$ cat src/dcms_pkg.sv
`timescale 1ns / 1ps
// ----------------------------------------------------------------------------
// dcms_pkg
// Shared widths, register codes and helpers for the DC-blocked mean-square
// detector.
// ----------------------------------------------------------------------------
package dcms_pkg;

   localparam int SAMPLE_BITS_DEFAULT = 12;
   localparam int HP_ACC_BITS         = 32;
   localparam int AV_ACC_BITS         = 40;
   localparam int MAG_BITS            = 31;
   localparam int OUT_BITS            = 24;
   localparam int SHIFT_BITS          = 5;
   localparam int CSR_INDEX_BITS      = 1;
   localparam int CSR_DATA_BITS       = 5;

   localparam logic [SHIFT_BITS-1:0] SHIFT_MIN          = 5'd1;
   localparam logic [SHIFT_BITS-1:0] SHIFT_MAX          = 5'd16;
   localparam logic [SHIFT_BITS-1:0] HIGHPASS_SHIFT_RST = 5'd12;
   localparam logic [SHIFT_BITS-1:0] AVERAGE_SHIFT_RST  = 5'd9;

   typedef enum logic [CSR_INDEX_BITS-1:0] {
      CSR_HIGHPASS_SHIFT = 1'b0,
      CSR_AVERAGE_SHIFT  = 1'b1
   } csr_index_type;

   function automatic logic [SHIFT_BITS-1:0] clamp_shift(input logic [SHIFT_BITS-1:0] v);
      logic [SHIFT_BITS-1:0] r;
      if (v < SHIFT_MIN) begin
         r = SHIFT_MIN;
      end else if (v > SHIFT_MAX) begin
         r = SHIFT_MAX;
      end else begin
         r = v;
      end
      return r;
   endfunction

endpackage

$ cat src/dcms_if.sv
`timescale 1ns / 1ps
// ----------------------------------------------------------------------------
// dcms_req_if / dcms_rsp_if
// Valid/ready channels carrying samples in and mean-square values out.
// ----------------------------------------------------------------------------
interface dcms_req_if #(
   parameter int SAMPLE_BITS = dcms_pkg::SAMPLE_BITS_DEFAULT
);
   logic                   valid;
   logic                   ready;
   logic [SAMPLE_BITS-1:0] sample;

   modport source (output valid, output sample, input ready);
   modport sink   (input valid, input sample, output ready);
endinterface

interface dcms_rsp_if;
   logic                          valid;
   logic                          ready;
   logic [dcms_pkg::OUT_BITS-1:0] mean_square;

   modport source (output valid, output mean_square, input ready);
   modport sink   (input valid, input mean_square, output ready);
endinterface

$ cat src/dc_blocked_mean_square_detector_top.sv
`timescale 1ns / 1ps
// ----------------------------------------------------------------------------
// dc_blocked_mean_square_detector_top
// DC-removing highpass, square (low 40 bits kept) and one-pole smoothing of the square.
// ----------------------------------------------------------------------------
// Usage:
//   req_ch carries one unsigned converter sample per transfer; rsp_ch returns
//   one smoothed mean-square value per sample, in order.
//   csr_wr_en/csr_index/csr_wr_data write the highpass shift (index 0) and
//   the averaging shift (index 1); values outside 1..16 are clamped.
//   Write them only while no sample is in flight.
// Timing:
//   Four register stages: input, highpass/magnitude, square, smoothing.
//   A sample passes the input, highpass/magnitude, square and smoothing
//   registers to rsp_ch; throughput is one sample per cycle unless rsp_ch
//   stalls; each accumulator gets one add and shift as its item advances.
// Reset:
//   Synchronous; clears both accumulators and all stage valids, and loads the
//   shifts with 12 and 9.
// Stalls:
//   Each stage holds its item while the next is full and stalled; bubbles
//   close up, so req_ch keeps taking samples until all four stages are full.
// ----------------------------------------------------------------------------
module dc_blocked_mean_square_detector_top #(
   parameter int SAMPLE_BITS = dcms_pkg::SAMPLE_BITS_DEFAULT
) (
   input  logic                                clock,
   input  logic                                reset,
   dcms_req_if.sink                            req_ch,
   dcms_rsp_if.source                          rsp_ch,
   input  logic                                csr_wr_en,
   input  logic [dcms_pkg::CSR_INDEX_BITS-1:0] csr_index,
   input  logic [dcms_pkg::CSR_DATA_BITS-1:0]  csr_wr_data
);

   localparam int HPB = dcms_pkg::HP_ACC_BITS;
   localparam int AVB = dcms_pkg::AV_ACC_BITS;
   localparam int MGB = dcms_pkg::MAG_BITS;
   localparam int SHB = dcms_pkg::SHIFT_BITS;

   logic [SHB-1:0]         hp_shift_ff, hp_shift_in;
   logic [SHB-1:0]         av_shift_ff, av_shift_in;
   logic [HPB-1:0]         hp_acc_ff, hp_acc_in;
   logic [AVB-1:0]         av_acc_ff, av_acc_in;

   logic                   v0_ff, v0_in;
   logic                   v1_ff, v1_in;
   logic                   v2_ff, v2_in;
   logic                   v3_ff, v3_in;
   logic [SAMPLE_BITS-1:0] sample0_ff, sample0_in;
   logic [MGB-1:0]         mag1_ff, mag1_in;
   logic [AVB-1:0]         sq2_ff, sq2_in;
   logic [dcms_pkg::OUT_BITS-1:0] ms3_ff, ms3_in;

   logic                   ld0, ld1, ld2, ld3;
   logic [SHB:0]           hp_sh1, av_sh1;
   logic [HPB:0]           hp_sum;
   logic [MGB-1:0]         dc, samp_ext;
   logic [2*MGB-1:0]       sq_full;
   logic [AVB:0]           av_sum;

   // stage load enables, bubbles collapse
   assign ld3 = !v3_ff || rsp_ch.ready;
   assign ld2 = !v2_ff || ld3;
   assign ld1 = !v1_ff || ld2;
   assign ld0 = !v0_ff || ld1;

   assign req_ch.ready       = ld0;
   assign rsp_ch.valid       = v3_ff;
   assign rsp_ch.mean_square = ms3_ff;

   // csr decode
   always_comb begin
      hp_shift_in = hp_shift_ff;
      av_shift_in = av_shift_ff;
      if (csr_wr_en) begin
         unique case (dcms_pkg::csr_index_type'(csr_index))
            dcms_pkg::CSR_HIGHPASS_SHIFT: hp_shift_in = dcms_pkg::clamp_shift(csr_wr_data);
            dcms_pkg::CSR_AVERAGE_SHIFT:  av_shift_in = dcms_pkg::clamp_shift(csr_wr_data);
         endcase
      end
   end

   // datapath
   always_comb begin
      hp_sh1   = {1'b0, hp_shift_ff} + (SHB+1)'(1);
      av_sh1   = {1'b0, av_shift_ff} + (SHB+1)'(1);

      // stage 1: DC removal and magnitude
      hp_acc_in = hp_acc_ff - (hp_acc_ff >> hp_shift_ff) + HPB'(sample0_ff);
      hp_sum    = {1'b0, hp_acc_in} + {1'b0, hp_acc_ff};
      dc        = MGB'(hp_sum >> hp_sh1);
      samp_ext  = MGB'(sample0_ff);
      mag1_in   = (samp_ext >= dc) ? (samp_ext - dc) : (dc - samp_ext);

      // stage 2: square, low bits only feed the wrapping accumulator
      sq_full   = mag1_ff * mag1_ff;
      sq2_in    = sq_full[AVB-1:0];

      // stage 3: mean-square smoothing
      av_acc_in = av_acc_ff - (av_acc_ff >> av_shift_ff) + sq2_ff;
      av_sum    = {1'b0, av_acc_in} + {1'b0, av_acc_ff};
      ms3_in    = dcms_pkg::OUT_BITS'(av_sum >> av_sh1);

      sample0_in = req_ch.sample;

      v0_in = ld0 ? req_ch.valid : v0_ff;
      v1_in = ld1 ? v0_ff : v1_ff;
      v2_in = ld2 ? v1_ff : v2_ff;
      v3_in = ld3 ? v2_ff : v3_ff;
   end

   always_ff @(posedge clock) begin
      if (reset) begin
         hp_shift_ff <= dcms_pkg::HIGHPASS_SHIFT_RST;
         av_shift_ff <= dcms_pkg::AVERAGE_SHIFT_RST;
         hp_acc_ff   <= '0;
         av_acc_ff   <= '0;
         v0_ff       <= 1'b0;
         v1_ff       <= 1'b0;
         v2_ff       <= 1'b0;
         v3_ff       <= 1'b0;
      end else begin
         hp_shift_ff <= hp_shift_in;
         av_shift_ff <= av_shift_in;
         v0_ff       <= v0_in;
         v1_ff       <= v1_in;
         v2_ff       <= v2_in;
         v3_ff       <= v3_in;
         if (ld1 && v0_ff) begin
            hp_acc_ff <= hp_acc_in;
         end
         if (ld3 && v2_ff) begin
            av_acc_ff <= av_acc_in;
         end
      end
   end

   always_ff @(posedge clock) begin
      if (ld0) begin
         sample0_ff <= sample0_in;
      end
      if (ld1) begin
         mag1_ff <= mag1_in;
      end
      if (ld2) begin
         sq2_ff <= sq2_in;
      end
      if (ld3) begin
         ms3_ff <= ms3_in;
      end
   end

endmodule

$ cat src/flat_wrapper.sv
// flat-port wrapper written by rule: the top's interface ports become plain ports
module dc_blocked_mean_square_detector_top_flat 
#(
   parameter int SAMPLE_BITS = dcms_pkg::SAMPLE_BITS_DEFAULT
)
  (clock, reset, csr_wr_en, csr_index, csr_wr_data, req_ch_valid, req_ch_sample, req_ch_ready, rsp_ch_valid, rsp_ch_mean_square, rsp_ch_ready);
  dcms_req_if #(.SAMPLE_BITS(SAMPLE_BITS)) req_ch_i ();
  dcms_rsp_if rsp_ch_i ();
  input  logic clock;
  input  logic reset;
  input  logic csr_wr_en;
  input  logic [dcms_pkg::CSR_INDEX_BITS-1:0] csr_index;
  input  logic [dcms_pkg::CSR_DATA_BITS-1:0] csr_wr_data;
  input wire logic [$bits(req_ch_i.valid)-1:0] req_ch_valid;
  input wire logic [$bits(req_ch_i.sample)-1:0] req_ch_sample;
  output wire logic [$bits(req_ch_i.ready)-1:0] req_ch_ready;
  output wire logic [$bits(rsp_ch_i.valid)-1:0] rsp_ch_valid;
  output wire logic [$bits(rsp_ch_i.mean_square)-1:0] rsp_ch_mean_square;
  input wire logic [$bits(rsp_ch_i.ready)-1:0] rsp_ch_ready;
  assign req_ch_i.valid = req_ch_valid;
  assign req_ch_i.sample = req_ch_sample;
  assign req_ch_ready = req_ch_i.ready;
  assign rsp_ch_valid = rsp_ch_i.valid;
  assign rsp_ch_mean_square = rsp_ch_i.mean_square;
  assign rsp_ch_i.ready = rsp_ch_ready;
  dc_blocked_mean_square_detector_top #(.SAMPLE_BITS(SAMPLE_BITS)) u_core (.clock(clock), .reset(reset), .req_ch(req_ch_i), .rsp_ch(rsp_ch_i), .csr_wr_en(csr_wr_en), .csr_index(csr_index), .csr_wr_data(csr_wr_data));
endmodule
$ cat config.mk
export PLATFORM = sky130hd
export DESIGN_NAME = dc_blocked_mean_square_detector_top_flat
export DESIGN_NICKNAME = d
export VERILOG_FILES = /design/src/dcms_pkg.sv /design/src/dcms_if.sv /design/src/dc_blocked_mean_square_detector_top.sv /design/src/flat_wrapper.sv
export SDC_FILE = /design/constraint.sdc
export NUM_CORES = 2
export LEC_CHECK = 0
export BUFFER_PORTS_ARGS = -buffer_cell sky130_fd_sc_hd__buf_4
export CORE_MARGIN = 3
export CORE_UTILIZATION = 60
export CTS_CLUSTER_DIAMETER = 100
export CTS_CLUSTER_SIZE = 25
export DETAILED_ROUTE_END_ITERATION = 10
export PLACE_DENSITY = 0.79
export RECOVER_POWER = 25
export SYNTH_ARGS = -nofsm -noshare
export SYNTH_HDL_FRONTEND = slang
export SYNTH_SLANG_ARGS = --single-unit
$ cat constraint.sdc
create_clock -name clock -period 15.55 [get_ports clock]
set_input_delay 3.11 -clock clock [delete_from_list [all_inputs] [get_ports clock]]
set_output_delay 3.11 -clock clock [all_outputs]
set_load 0.02 [all_outputs]
==> results_dict.tcl <==
set metrics [dict create \
    port_buffers 48 \
    clk_latency_ps 490 \
    violations "capacitance limit, slew limit" \
    crit_arrival_ps 14230 \
    gr-total-overflow 0 \
    yosys.area.top_type "fa_1" \
    slew_headroom_pct -184.0 \
    finalSetupViolations 0 \
    critPathMaxFanout 33 \
    rrSetupSlack_ps 1570 \
    hp-start "u_core.v1_ff" \
    finalSetupTns_ps 0 \
    cts_tree "yes" \
    worstSetupEndpointType "register" \
    clockRootBuffer "clkbuf_16" \
    yosys_warnings 0 \
    num_io_pins 49 \
    final-hold-violation-count 0 \
    synthFlopType "edfxtp_1" \
    drcViolationCount 0 \
    min_path_type "register to register" \
    dp_cells 5953 \
    synth_fp_nets 6116 \
    synth_seq_area_share_pct 11.37 \
    whs_path_depth 2 \
    finalClockSkew_ps 21.74 \
    multi_input_comb_area_um2 33790 \
    grt_max_degree 87 \
    synthTopCellsByArea "fa_1, ha_1, inv_1" \
    vias_per_cell 6.032 \
    clock_path_buffers 2 \
    cpPeakStageDelay_ps 900 \
    grtUsageTotal_pct 32.48 \
    vias 36110 \
    clk_pin_slew_ps 90 \
    synthToLayoutAreaGrowth_pct 3.703 \
    critPathRequiredTime_ps 15800 \
    whs_endpoint "u_core.v2_ff" \
    drt.antenna.violating_nets 0 \
    worstSetupPathType "register to register" \
    fp.coreArea_um2 70640 \
    rr_endpoint "u_core.mag1_ff[26]" \
    synth_top_area_share_pct 28.07 \
    status "complete, but fails checks" \
    synth_edf_count 106 \
    syn_inst 5151 \
    rows 97 \
    netlist_area_um2 43150 \
    grt_pass1_wl_mm 193.7 \
    regArea_um2 4918 \
    wirelength_mm 119.6 \
    max_slew.worst_pin.slew_ps 4260 \
    fin_crit_sh_pct 89.94 \
    initial_core_util_pct 61.09 \
    detail_route.first_pass.iterations 7 \
    drt_iter0_markers 3407 \
    die-area_um2 75180 \
    maxSlewViolCount 162 \
    grt_pass1_vias 36480 \
    rsz0062_at_grt "no" \
    cts.sinks 192 \
    ys_types 91 \
    place.gp.congestion 1.005 \
    rr_startpoint "u_core.hp_shift_ff[0]" \
    final_cells 5986 \
    wl_per_cell_um 19.97 \
    cts_made_buffers 17 \
    fin_nets 5997 \
    drive_above_1_share_pct 5.074 \
    fin_crit_ps 13980 \
    startpoint_type "register" \
    slowest_stage "dfxtp_2" \
    synthArstFlopShare_pct 0 \
    dp_hpwl_mm 94.45 \
    path_common_cell "o21ai_0" \
    cts_resized 0 \
    htreeDepth 4 \
    fillCellCount 6091 \
    synth-seq-cells 192 \
    clock.fmax_mhz 71.51 \
    syn_area_per_cell_um2 8.378 \
    die_y_um 274.2 \
    hold_buffers 0 \
    cap_violations 3 \
    antenna_found_initial 1 \
    fp.dieW_um 274.2 \
    cts_setup_buffers 0 \
    rr_worst_depth 55 \
]
==> worst max-delay path, delay by kind of cell, from the launching register on <==
| kind | cells | cell delay [ps] |
|---|---|---|
| and+or+nand+nor | 16 | 2700 |
| buffers and inverters | 4 | 1140 |
| xor gates and xnor gates | 2 | 450 |
| AOI/OAI and AO/OA | 26 | 6400 |
| DFF | 1 | 900 |
| adders and majority gates | 4 | 1100 |
| muxes | 3 | 1020 |
==> stage by stage <==
stage / cell area [um2] / worst slack (ps) / hold WS, ps / util, %
final: 44750 / 1565 / 476.8 / 63.36
after global routing: 44750 / 611.0 / 523.0 / 63.35
after floorplan: 43150 / 3197 / 428.6 / -
after detailed placement: 44170 / 2024 / 449.0 / 62.54
after global placement: 44170 / 2213 / 434.5 / 62.54
after CTS: 44760 / 1953 / 480.5 / 63.37
==> cells by family (layout without fill, tap and decap cells) <==
group | Yosys count | in the layout | synth area share (%)
buf+inv | 1181 | 1075 | 10.32
xor+xnor | 216 | 216 | 4.384
mux | 192 | 192 | 5.941
fa+ha+maj | 942 | 942 | 37.84
simple gates | 1425 | 1425 | 15.19
flops | 192 | 192 | 11.37
compound gates | 1003 | 1003 | 14.96
other cells | 0 | 1 | 0
==> final cells by class <==
class / count / area share, %
multi-input combinational: 3778 / 75.51
tap: 940 / 2.628
clock inverter: 13 / 0.3020
inverter: 944 / 7.918
clock buffer: 19 / 1.015
timing repair buffer: 99 / 1.627
sequential: 192 / 10.99
antenna: 1 / 0.005592
==> metal layers <==
metal | wire length (um) | up-vias | part of all wire [%] | global-route usage (%)
met5 | 0 | - | 0 | 0
met4 | 5188 | 0 | 4.3 | 12.64
met3 | 9699 | 316 | 8.1 | 5.233
met2 | 56610 | 1628 | 47 | 53.53
met1 | 48070 | 17570 | 40 | 43.08
li1 | - | 16590 | - | -
==> synthesized netlist by cell type, types with 65 or more instances <==
| cell type | n |
|---|---|
| dfxtp_1 | 86 |
| fa_1 | 605 |
| xor2_1 | 65 |
| ha_1 | 337 |
| a21o_1 | 101 |
| and2_1 | 188 |
| nor2_1 | 294 |
| o21ai_0 | 195 |
| inv_1 | 940 |
| xnor2_1 | 151 |
| edfxtp_1 | 106 |
| mux2i_1 | 120 |
| clkbuf_1 | 195 |
| a21oi_1 | 321 |
| nand2_1 | 630 |
==> how the worst max path moves through the flow <==
stage / startpoint / endpoint / slack [ps]
final: u_core.hp_shift_ff[0] / u_core.mag1_ff[26] / 1570
after global routing: u_core.hp_shift_ff[0] / u_core.mag1_ff[26] / 610
after CTS: u_core.hp_shift_ff[0] / u_core.mag1_ff[26] / 1950
after detailed placement: u_core.hp_shift_ff[0] / u_core.mag1_ff[26] / 2020
after global placement: u_core.hp_shift_ff[0] / u_core.mag1_ff[26] / 2210
after floorplan: u_core.hp_shift_ff[0] / u_core.mag1_ff[26] / 3200
==> registers in the layout, indices dropped and copies added (netlist names), 5 cells and up <==
signal	flops
u_core.sq2_ff	39
u_core.rsp_ch.mean_square	24
u_core.mag1_ff	31
u_core.hp_acc_ff	32
u_core.av_acc_ff	40
u_core.av_shift_ff	5
u_core.hp_shift_ff	5
u_core.sample0_ff	12
==> layout by cell type (no fill, tap or decap), drive strengths merged, types with 10 or more instances in the layout <==
cell / n
a31oi: 38
edfxtp: 106
a21oi: 322
o221ai: 10
nand2: 631
o211a: 13
nor2: 294
buf: 83
dfxtp: 86
nand2b: 35
o22ai: 27
a211o: 22
o211ai: 26
o21ai: 204
mux4: 49
ha: 337
o21a: 31
nor3b: 11
nand3: 59
or3: 12
a211oi: 64
xor2: 65
mux2: 23
and3: 40
nand4: 30
o31ai: 17
nor3: 43
and2: 189
inv: 952
o21bai: 18
mux2i: 120
or2: 22
xnor2: 151
fa: 605
nor2b: 30
a21o: 101
clkbuf: 35
Power is not shown: default switching activity piles up to over one toggle a cycle in this logic, so the estimate is an artifact.
